## src/rtl/core/psl_pkg.sv

```systemverilog
package psl_pkg;

  // Default sizing of the store
  localparam int DEPTH_DEF     = 16;
  localparam int ID_BITS_DEF   = 16;
  localparam int PRIO_BITS_DEF = 8;

  // Port field widths
  localparam int CMD_W    = 2;
  localparam int PID_W    = 16;
  localparam int PRIO_W   = 8;
  localparam int STATUS_W = 2;
  localparam int POS_W    = 4;
  localparam int COUNT_W  = 5;

  typedef enum logic [CMD_W-1:0] {
    OP_CLEAR  = 2'd0,
    OP_ADD    = 2'd1,
    OP_DELETE = 2'd2,
    OP_SEARCH = 2'd3
  } psl_op_t;

  typedef enum logic [STATUS_W-1:0] {
    ST_OK        = 2'd0,
    ST_NOT_FOUND = 2'd1,
    ST_FULL      = 2'd2
  } psl_status_t;

  // Command broadcast to every cell of the chain
  typedef struct packed {
    logic    en;
    logic    full;
    psl_op_t op;
  } psl_ctrl_t;

endpackage

```

## src/rtl/core/psl_cell.sv

```systemverilog
module psl_cell
  import psl_pkg::*;
#(
  parameter int ID_BITS   = ID_BITS_DEF,
  parameter int PRIO_BITS = PRIO_BITS_DEF
) (
  input  logic                 clk,
  input  logic                 rst_n,
  input  psl_ctrl_t            ctrl,
  input  logic [ID_BITS-1:0]   key_id,
  input  logic [PRIO_BITS-1:0] key_prio,
  // neighbour towards the head
  input  logic                 prev_ge,
  input  logic                 prev_valid,
  input  logic [ID_BITS-1:0]   prev_id,
  input  logic [PRIO_BITS-1:0] prev_prio,
  // neighbour towards the tail
  input  logic                 next_valid,
  input  logic [ID_BITS-1:0]   next_id,
  input  logic [PRIO_BITS-1:0] next_prio,
  input  logic                 seen_in,
  output logic                 seen_out,
  output logic                 ge,
  output logic                 hit,
  output logic                 valid_q,
  output logic [ID_BITS-1:0]   id_q,
  output logic [PRIO_BITS-1:0] prio_q
);

  logic                 valid_r, valid_nxt;
  logic [ID_BITS-1:0]   id_r, id_nxt;
  logic [PRIO_BITS-1:0] prio_r, prio_nxt;
  logic                 match;
  logic                 load_new;

  assign match    = valid_r && (id_r == key_id);
  assign ge       = valid_r && (prio_r >= key_prio);
  assign seen_out = seen_in | match;
  assign load_new = !ge && prev_ge;

  always_comb begin
    valid_nxt = valid_r;
    id_nxt    = id_r;
    prio_nxt  = prio_r;
    hit       = 1'b0;
    case (ctrl.op)
      OP_CLEAR: begin
        valid_nxt = 1'b0;
      end
      OP_ADD: begin
        hit = load_new;
        if (!ctrl.full && !ge) begin
          if (prev_ge) begin
            valid_nxt = 1'b1;
            id_nxt    = key_id;
            prio_nxt  = key_prio;
          end else begin
            valid_nxt = prev_valid;
            id_nxt    = prev_id;
            prio_nxt  = prev_prio;
          end
        end
      end
      OP_DELETE: begin
        hit = match && !seen_in;
        // matched slot and all behind it pull from the tail side
        if (seen_out) begin
          valid_nxt = next_valid;
          id_nxt    = next_id;
          prio_nxt  = next_prio;
        end
      end
      OP_SEARCH: begin
        hit = match && !seen_in;
      end
      default: begin
        hit = 1'b0;
      end
    endcase
  end

  always_ff @(posedge clk) begin
    if (!rst_n) begin
      valid_r <= 1'b0;
    end else if (ctrl.en) begin
      valid_r <= valid_nxt;
    end
  end

  always_ff @(posedge clk) begin
    if (ctrl.en) begin
      id_r   <= id_nxt;
      prio_r <= prio_nxt;
    end
  end

  assign valid_q = valid_r;
  assign id_q    = id_r;
  assign prio_q  = prio_r;

endmodule

```

## src/rtl/core/priority_sorted_process_list_top.sv

```systemverilog
// Channel  Direction  Handshake          Payload
// in_      input      in_valid/in_stall  in_cmd, in_proc_id, in_prio
// out_     output     out_valid/out_stall out_status, out_found_prio, out_position,
//                                        out_count, out_head_valid, out_head_id
//
// One transaction per cycle while in_stall is low: every cell of the chain
// compares against the broadcast key and shifts together, so a command completes at the edge
// that accepts it and its result is shown from the next cycle on.
// Reset (rst_n low, synchronous) empties the list and clears out_valid.
// in_stall is raised only while a result is held and out_stall is high; the
// list state, and so the head and count fields, stay frozen meanwhile.
module priority_sorted_process_list_top
  import psl_pkg::*;
#(
  parameter int DEPTH     = DEPTH_DEF,
  parameter int ID_BITS   = ID_BITS_DEF,
  parameter int PRIO_BITS = PRIO_BITS_DEF
) (
  input  logic                clk,
  input  logic                rst_n,
  input  logic                in_valid,
  output logic                in_stall,
  input  logic [CMD_W-1:0]    in_cmd,
  input  logic [PID_W-1:0]    in_proc_id,
  input  logic [PRIO_W-1:0]   in_prio,
  output logic                out_valid,
  input  logic                out_stall,
  output logic [STATUS_W-1:0] out_status,
  output logic [PRIO_W-1:0]   out_found_prio,
  output logic [POS_W-1:0]    out_position,
  output logic [COUNT_W-1:0]  out_count,
  output logic                out_head_valid,
  output logic [PID_W-1:0]    out_head_id
);

  localparam int IDX_W = $clog2(DEPTH);
  localparam int CNT_W = $clog2(DEPTH + 1);

  logic                 accept;
  psl_op_t              op;
  psl_ctrl_t            ctrl;
  logic [ID_BITS-1:0]   key_id;
  logic [PRIO_BITS-1:0] key_prio;

  logic [CNT_W-1:0]     count_r, count_nxt;
  logic                 full;
  logic                 found;

  // chain wiring
  logic                 ge_w    [DEPTH];
  logic                 hit_w   [DEPTH];
  logic                 valid_w [DEPTH];
  logic [ID_BITS-1:0]   id_w    [DEPTH];
  logic [PRIO_BITS-1:0] prio_w  [DEPTH];
  logic                 seen_w  [DEPTH+1];

  logic [IDX_W-1:0]     pos_sel;
  logic [PRIO_BITS-1:0] prio_sel;
  psl_status_t          status;

  logic                 out_valid_r;
  psl_status_t          status_r;
  logic [PRIO_W-1:0]    found_prio_r;
  logic [POS_W-1:0]     position_r;

  assign in_stall = out_valid_r & out_stall;
  assign accept   = in_valid & ~in_stall;
  assign op       = psl_op_t'(in_cmd);
  assign key_id   = ID_BITS'(in_proc_id);
  assign key_prio = PRIO_BITS'(in_prio);
  assign full     = (count_r == CNT_W'(DEPTH));

  assign ctrl.en   = accept;
  assign ctrl.full = full;
  assign ctrl.op   = op;

  assign seen_w[0] = 1'b0;

  for (genvar i = 0; i < DEPTH; i++) begin : g_cell
    logic                 p_ge, p_valid, n_valid;
    logic [ID_BITS-1:0]   p_id, n_id;
    logic [PRIO_BITS-1:0] p_prio, n_prio;

    if (i == 0) begin : g_head
      assign p_ge    = 1'b1;
      assign p_valid = 1'b0;
      assign p_id    = '0;
      assign p_prio  = '0;
    end else begin : g_mid
      assign p_ge    = ge_w[i-1];
      assign p_valid = valid_w[i-1];
      assign p_id    = id_w[i-1];
      assign p_prio  = prio_w[i-1];
    end

    if (i == DEPTH - 1) begin : g_tail
      assign n_valid = 1'b0;
      assign n_id    = '0;
      assign n_prio  = '0;
    end else begin : g_body
      assign n_valid = valid_w[i+1];
      assign n_id    = id_w[i+1];
      assign n_prio  = prio_w[i+1];
    end

    psl_cell #(
      .ID_BITS   (ID_BITS),
      .PRIO_BITS (PRIO_BITS)
    ) u_cell (
      .clk        (clk),
      .rst_n      (rst_n),
      .ctrl       (ctrl),
      .key_id     (key_id),
      .key_prio   (key_prio),
      .prev_ge    (p_ge),
      .prev_valid (p_valid),
      .prev_id    (p_id),
      .prev_prio  (p_prio),
      .next_valid (n_valid),
      .next_id    (n_id),
      .next_prio  (n_prio),
      .seen_in    (seen_w[i]),
      .seen_out   (seen_w[i+1]),
      .ge         (ge_w[i]),
      .hit        (hit_w[i]),
      .valid_q    (valid_w[i]),
      .id_q       (id_w[i]),
      .prio_q     (prio_w[i])
    );
  end

  assign found = seen_w[DEPTH];

  // at most one cell hits: OR-reduce its index and priority
  always_comb begin
    pos_sel  = '0;
    prio_sel = '0;
    for (int i = 0; i < DEPTH; i++) begin
      if (hit_w[i]) begin
        pos_sel  = pos_sel | IDX_W'(i);
        prio_sel = prio_sel | prio_w[i];
      end
    end
  end

  always_comb begin
    count_nxt = count_r;
    status    = ST_OK;
    case (op)
      OP_CLEAR: begin
        count_nxt = '0;
      end
      OP_ADD: begin
        if (full) begin
          status = ST_FULL;
        end else begin
          count_nxt = count_r + CNT_W'(1);
        end
      end
      OP_DELETE: begin
        if (found) begin
          count_nxt = count_r - CNT_W'(1);
        end else begin
          status = ST_NOT_FOUND;
        end
      end
      OP_SEARCH: begin
        if (!found) begin
          status = ST_NOT_FOUND;
        end
      end
      default: begin
        count_nxt = count_r;
      end
    endcase
  end

  always_ff @(posedge clk) begin
    if (!rst_n) begin
      count_r     <= '0;
      out_valid_r <= 1'b0;
    end else begin
      if (accept) begin
        count_r <= count_nxt;
      end
      if (accept) begin
        out_valid_r <= 1'b1;
      end else if (!out_stall) begin
        out_valid_r <= 1'b0;
      end
    end
  end

  // result payload; a failed command or a clear reports zeros
  always_ff @(posedge clk) begin
    if (accept) begin
      status_r <= status;
      if (status == ST_OK && op != OP_CLEAR) begin
        position_r <= POS_W'(pos_sel);
      end else begin
        position_r <= '0;
      end
      if (status == ST_OK && (op == OP_DELETE || op == OP_SEARCH)) begin
        found_prio_r <= PRIO_W'(prio_sel);
      end else begin
        found_prio_r <= '0;
      end
    end
  end

  assign out_valid      = out_valid_r;
  assign out_status     = status_r;
  assign out_found_prio = found_prio_r;
  assign out_position   = position_r;
  // list state only moves on accept, so these track the last transaction
  assign out_count      = COUNT_W'(count_r);
  assign out_head_valid = valid_w[0];
  assign out_head_id    = valid_w[0] ? PID_W'(id_w[0]) : '0;

endmodule
```

## config.mk

```make
export PLATFORM = sky130hd
export DESIGN_NAME = priority_sorted_process_list_top
export DESIGN_NICKNAME = d
export VERILOG_FILES = /design/src/rtl/core/psl_pkg.sv /design/src/rtl/core/psl_cell.sv /design/src/rtl/core/priority_sorted_process_list_top.sv
export SDC_FILE = /design/constraint.sdc
export NUM_CORES = 1
export LEC_CHECK = 0
export BUFFER_PORTS_ARGS = -buffer_cell sky130_fd_sc_hd__buf_2
export CAP_MARGIN = 20
export CORE_MARGIN = 2
export CORE_UTILIZATION = 58
export DETAILED_ROUTE_END_ITERATION = 7
export MAX_ROUTING_LAYER = met4
export PLACE_DENSITY_LB_ADDON = 0.2
export SYNTH_ARGS = -nofsm -noshare
export SYNTH_HDL_FRONTEND = slang
export SYNTH_SLANG_ARGS = --single-unit
```

## constraint.sdc

```tcl
create_clock -name clk -period 8.5 [get_ports clk]
set_clock_uncertainty 0.05 [all_clocks]
set_input_delay 1.275 -clock clk [delete_from_list [all_inputs] [get_ports clk]]
set_output_delay 1.275 -clock clk [all_outputs]
set_load 0.03 [all_outputs]
```

==> results of run 1 <==
==> cells in the mapped netlist (7+ instances only) <==
cell	n	area (sq um)
xnor2_1	90	788
o211ai_1	9	67.6
mux2i_1	296	2960
or4_1	15	113
a222oi_1	7	70.1
mux2_2	17	191
clkinv_1	8	30.0
buf_6	17	191
nand2_1	475	1780
a21oi_1	117	586
o2111ai_1	14	123
o221ai_1	7	61.3
a2111oi_0	12	105
nand4b_1	8	70.1
edfxtp_1	398	12000
a211oi_1	15	113
nor2_1	117	439
clkbuf_1	159	597
nor3b_1	9	67.6
inv_1	52	195
nand4_1	42	263
ha_1	137	1710
and3_1	20	125
a22o_1	23	201
a31oi_1	13	81.3
o21a_1	11	82.6
nand2b_1	24	150
and2_1	23	144
buf_1	22	82.6
a21o_1	20	150
buf_2	30	150
nand3_1	33	165
nor4_1	61	382
a221oi_1	11	96.3
dfxtp_1	22	440
o21ai_0	385	1930
a22oi_1	15	113
xor2_1	169	1480
nor3_1	35	175
==> logic make-up (layout without fill, tap and decap cells) <==
group,after synthesis,count (layout)
AND/OR/NAND/NOR,924,924
AO/OA/AOI/OAI,714,714
flip-flops,420,420
multiplexers,313,313
buffers and inverters,294,290
XOR/XNOR,259,259
adder cells (fa/ha/maj),138,138
==> flip-flops by register name, summed over array words and instances, names as in the netlist <==
signal	flops
g_cell.u_cell.id_q	256
g_cell.u_cell.prio_q	128
g_cell.u_cell.valid_q	16
out_found_prio	8
out_count	5
out_position	4
out_status	2
out_valid	1
==> per-layer routing <==
layer  routed length [um]  track usage  part of all wire
met1                41600        0.520              0.42
met2                45100        0.579              0.46
met3                 7660       0.0471             0.077
met4                 4650        0.163             0.047
met5                    0            -                 0
==> where the power goes <==
| part | switching, W | leakage (nW) | total (W) | internal (W) |
|---|---|---|---|---|
| combinational | 0.000479 | 7.21 | 0.000725 | 0.000245 |
| sequential | 0.000134 | 3.89 | 0.00255 | 0.00241 |
| clock | 0.000912 | 0.790 | 0.00217 | 0.00126 |
==> worst register-to-register path, stage by stage, from the launching register on <==
cell and delay [ps]:
edfxtp_1 510, inv_1 90, ha_1 270, nand2b_1 160, a2111oi_0 960, o211ai_1 240, nand3_2 170, buf_4 470
o221ai_1 300, nor2_2 560, buf_4 380
==> placed cells by master, fill, tap and decap left out, types with 10 or more instances in the layout <==
cell type  Yosys  routed
a2111oi_0     12      10
a211oi_1      15      13
a21o_1        20      20
a21oi_1      117     117
a22o_1        23      23
a22oi_1       15      15
a31oi_1       13      12
and2_1        23      23
and3_1        20      19
buf_2         30      67
buf_4          6      68
clkbuf_1     159      13
clkbuf_16      0      50
clkinv_1       8      17
dfxtp_1       22      22
edfxtp_1     398     398
ha_1         137     136
inv_1         52      52
mux2_2        17      17
mux2i_1      296     296
nand2_1      475     475
nand2b_1      24      24
nand3_1       33      32
nand4_1       42      42
nor2_1       117     109
nor3_1        35      34
nor4_1        61      61
o2111ai_1     14      14
o21a_1        11      10
o21ai_0      385     383
or4_1         15      15
xnor2_1       90      90
xor2_1       169     169
==> layout make-up <==
type	count	area, sq um
inverter	60	225
tap	672	841
clock buffer	66	1340
timing repair buffer	139	925
fill	4070	18200
multi-input combinational	2348	16100
clock inverter	25	265
sequential	420	12400
==> worst max path at each step <==
stage / slack [ps] / from / cells past startpoint / endpoint
2_1_floorplan: 360 / in_prio[2] / 11 / g_cell[11].u_cell.id_q[0]
3_3_place_gp: 2740 / in_prio[3] / 11 / g_cell[0].u_cell.id_q[9]
3_5_place_dp: 2720 / in_prio[5] / 10 / g_cell[9].u_cell.id_q[3]
4_1_cts: 3360 / in_prio[3] / 11 / g_cell[0].u_cell.id_q[15]
5_1_grt: 3130 / in_prio[5] / 12 / out_found_prio[2]
6_report: 3180 / in_prio[3] / 11 / g_cell[0].u_cell.id_q[9]
==> metrics by stage <==
stage / hold WS, ps / utilization / power [W] / cells / setup slack, ps
floorplan: 427 / - / 0.00303 / 3062 / 357
global placement: 445 / 0.605 / 0.00327 / 3637 / 2740
detailed placement: 449 / 0.606 / 0.00329 / 3638 / 2720
CTS: 457 / 0.638 / 0.00544 / 3729 / 3360
global route: 505 / 0.638 / 0.00561 / 3730 / 3130
finish: 459 / 0.638 / 0.00544 / 3730 / 3180
==> impl_metrics.ini, run 1 <==
[floorplanning]
die_h_um = 230
core-area_sq_mm = 0.0503
ios = 68
die-area_sq_mm = 0.0528
die_x_um = 230
rows = 82
start_util = 0.588

[yosys]
synth_seq_cells = 420
synth_flop_cell = edfxtp_1
synthMuxAreaShare = 0.107
yosys.area_share.simple = 0.150
async_flop_share = 0
ys.warnings.count = 0
synthAdderAreaFrac = 0.0587
syn_area_sq_mm = 0.0295
synth_edf_count = 398
synth-xor-area-share = 0.0768
synth-compound-area-share = 0.145
synth_top_family_by_area = simple AND/OR/NAND/NOR gates
synth_nets = 3230
syn-mean-instance-area_sq_um = 9.65
ys_seq_area_frac = 0.419
netlist_instances = 3062
synth_cell_type_count = 87

[sta]
rsz0062_at_grt = no
drv_slew = 0
fmax_mhz = 188
worstMarginPinSlew_ps = 1230
finalCriticalPeriod_ps = 5320
slew_headroom = 0.181
hold_viol = 0
tns_ps = 0
finalSetupViolCount = 0
period_share = 0.626

[clock_network]
cts_setup_buffers = 0
cts_hold_buf = 0
worstSkewPairLatency_ps = 620
cts_tree = yes
htree_levels = 2
numCtsBuffers = 49
cts.sinks = 420
clockBufferDepth = 3
cts_root_buf = clkbuf_16
clkTransAtPathRegs_ps = 60
cts_resized = 0

[placement]
port-buffer-count = 67
gp_congestion = 1.01
hpwl_um = 72600
place_area_sq_mm = 0.0305

[setup_path]
crit_chain = buf_2 > clkinv_1 > buf_4 > ha_1 > a2111oi_0 > o211ai_1 > nand3_2 > buf_4 > o221ai_1 > nor2_2 > buf_4
cp-start-kind = input pin
crit_path_frequent_cell = buf_4
critPathMaxFanout = 32
worstSetupPathType = input pin to flip-flop
critPathMaxStageDelay_ps = 940
rr_worst_depth = 10
timing.critical_path.buf_inv = 5
cpMaxStageDelayCell = a2111oi_0
r2r-start = g_cell[0].u_cell.prio_q[0]
cpLargestDelayFamily = buffers and inverters
crit_arrival_ps = 5570
r2r-end = g_cell[0].u_cell.id_q[9]
required_ps = 8740
endpoint_kind = flip-flop
rrSetupSlack_ps = 4030

[grt]
antenna_found_initial = 0
overflow = 0
grt_usage = 0.382
first_global_vias = 23900
grt_max_degree = 297
grt_pass1_wl_um = 150000

[route]
ant_nets = 0
drtIter0Drc = 2981
vias = 24800
avgRoutedWirePerCell_um = 26.5
vias_per_cell = 6.65
drc = 0
routed_wl_um = 98900
dr.pass1.iters = 8

[status]
outcome = finished, final reports clean

[worst_hold_path]
worstHoldEndpoint = out_count[3]
hold_path.startpoint = out_count[3]
min_path_type = flip-flop to flip-flop
whs_path_depth = 2

[final_layout]
finish.instance_area_sq_mm = 0.0321
area_growth_syn_to_layout_pct = 8.59
num_antenna_cells = 0
final_layout_size_suffix_gt1_frac = 0.0912
fin_nets = 3186

[job]
maxCapViolations = 0

[power_and_ir_drop]
power.static_leakage_nw = 11.9
power-per-cell-area_mw_per_mm2 = 170
peakVddDrop_v = 0.000186
Power figures use the tool's default switching activity.
==> run 2: changes to the inputs <==
Settings changed: CORE_UTILIZATION 58 to 64.
Clock period 8.5 ns to 5.1 ns, I/O delays scaled along.
==> impl_metrics.ini, run 2 (synthesis results as in run 1) <==
[final_layout]
nFillCells = 3464
largest_reg_flops = 256
post-route-util = 0.709
area_growth_syn_to_layout_pct = 9.11
fin_nets = 3215
final_layout_size_suffix_gt1_frac = 0.101
fin_cells = 3685
multiInputGateArea_sq_mm = 0.0161
final_cell_mix = nand2_1 (475), edfxtp_1 (398), o21ai_0 (383), mux2i_1 (296), xor2_1 (169)
final_common_cell = nand2_1
seqCellArea_sq_mm = 0.0124
finish.instance_area_sq_mm = 0.0322

[setup_path]
endpoint_kind = flip-flop
critPathMaxFanout = 23
crit_chain = buf_2 > buf_4 > xor2_1 > nor4_1 > and2_1 > o2111ai_1 > nor4b_1 > nand3_1 > o221ai_1 > nor3_1 > a31oi_1
worstSetupPathType = input pin to flip-flop
cp-start-kind = input pin
crit_arrival_ps = 4510
required_ps = 5500
critPathMaxStageDelay_ps = 670
cpMaxStageDelayCell = nor4_1

[sta]
finalSetupViolCount = 0
slew_headroom = 0.240
drv_slew = 0
rsz0062_at_grt = no
fmax_mhz = 244
worstMarginPinSlew_ps = 1130
hold_slack_ps = 343
period_share = 0.804
hold_viol = 0
finalCriticalPeriod_ps = 4100
tns_ps = 0

[route]
vias_per_cell = 6.92
vias = 25500
ant_nets = 0
drtIter0Drc = 3439
dr.pass1.iters = 8
wl_met3_um = 9060
top_layer = met4
avgRoutedWirePerCell_um = 26.9
routed_wl_um = 99000
wl_met2_um = 45700
drt-met1-wl_um = 38800
drc = 0

[grt]
grt_max_degree = 263
grt_usage = 0.420
overflow = 0
first_global_vias = 24200
grt_pass1_wl_um = 148000
antenna_found_initial = 1

[clock_network]
cts_resized = 0
clkTransAtPathRegs_ps = 70
cts_setup_buffers = 0
worstSkewPairLatency_ps = 610
cts_root_buf = clkbuf_16
clockBufferDepth = 3
htree_levels = 2
numCtsBuffers = 47
cts_hold_buf = 0
cts.sinks = 420
cts_tree = yes

[power_and_ir_drop]
peakVddDrop_v = 0.000274
power-per-cell-area_mw_per_mm2 = 280
power.static_leakage_nw = 12.0

[placement]
port-buffer-count = 67
hpwl_um = 72000
placedCellCount = 3598
place_area_sq_mm = 0.0307
gp_congestion = 1.06

[job]
maxCapViolations = 0

[floorplanning]
ios = 68
die_h_um = 219
core-area_sq_mm = 0.0455
rows = 78
die_x_um = 219
start_util = 0.650
die-area_sq_mm = 0.0479

[status]
outcome = finished, final reports clean

[worst_hold_path]
min_path_type = input pin to flip-flop
-- run 2: worst paths after layout --
kind | from | end | slack [ps] | cells past startpoint
max | in_proc_id[7] | out_found_prio[1] | 1000 | 11
min | rst_n | out_valid | 340 | 2
max reg2reg | g_cell[0].u_cell.id_q[11] | out_position[0] | 1140 | 9
min reg2reg | out_count[3] | out_count[3] | 470 | 2
-- run 2: cell type report --
type,instances,area share
inverters,60,0.00699
well taps,600,0.0233
diodes,1,0.0000776
clock inverters,26,0.00854
repair buffers,170,0.0373
clock buffers,60,0.0396
flip-flops and latches,420,0.384
multi-input cells,2348,0.500
-- run 2: critical path: cells and delay by family --
kind | cells | cell delay (ps)
buffers and inverters | 2 | 730
xor gates and xnor gates | 1 | 70
and+or+nand+nor | 5 | 2140
AOI/OAI and AO/OA | 3 | 800
-- run 2: power breakdown --
| group | internal, W | switching, W |
|---|---|---|
| logic | 0.000428 | 0.000816 |
| clock network | 0.00203 | 0.00152 |
| registers | 0.00402 | 0.000223 |
-- run 2: metrics by stage --
| step | power (W) | worst slack (ps) |
|---|---|---|
| 3_3_place_gp | 0.00546 | 640 |
| 2_1_floorplan | 0.00505 | 146 |
| 4_1_cts | 0.00899 | 1150 |
| 6_report | 0.00903 | 998 |
| 3_5_place_dp | 0.00550 | 520 |
| 5_1_grt | 0.00925 | 898 |
-- run 2: metal layers --
metal  global-route usage  up-vias
met4                0.202        0
met3               0.0639      337
li1                     -    11200
met1                0.548    12300
met2                0.645     1602
met5                    -        -
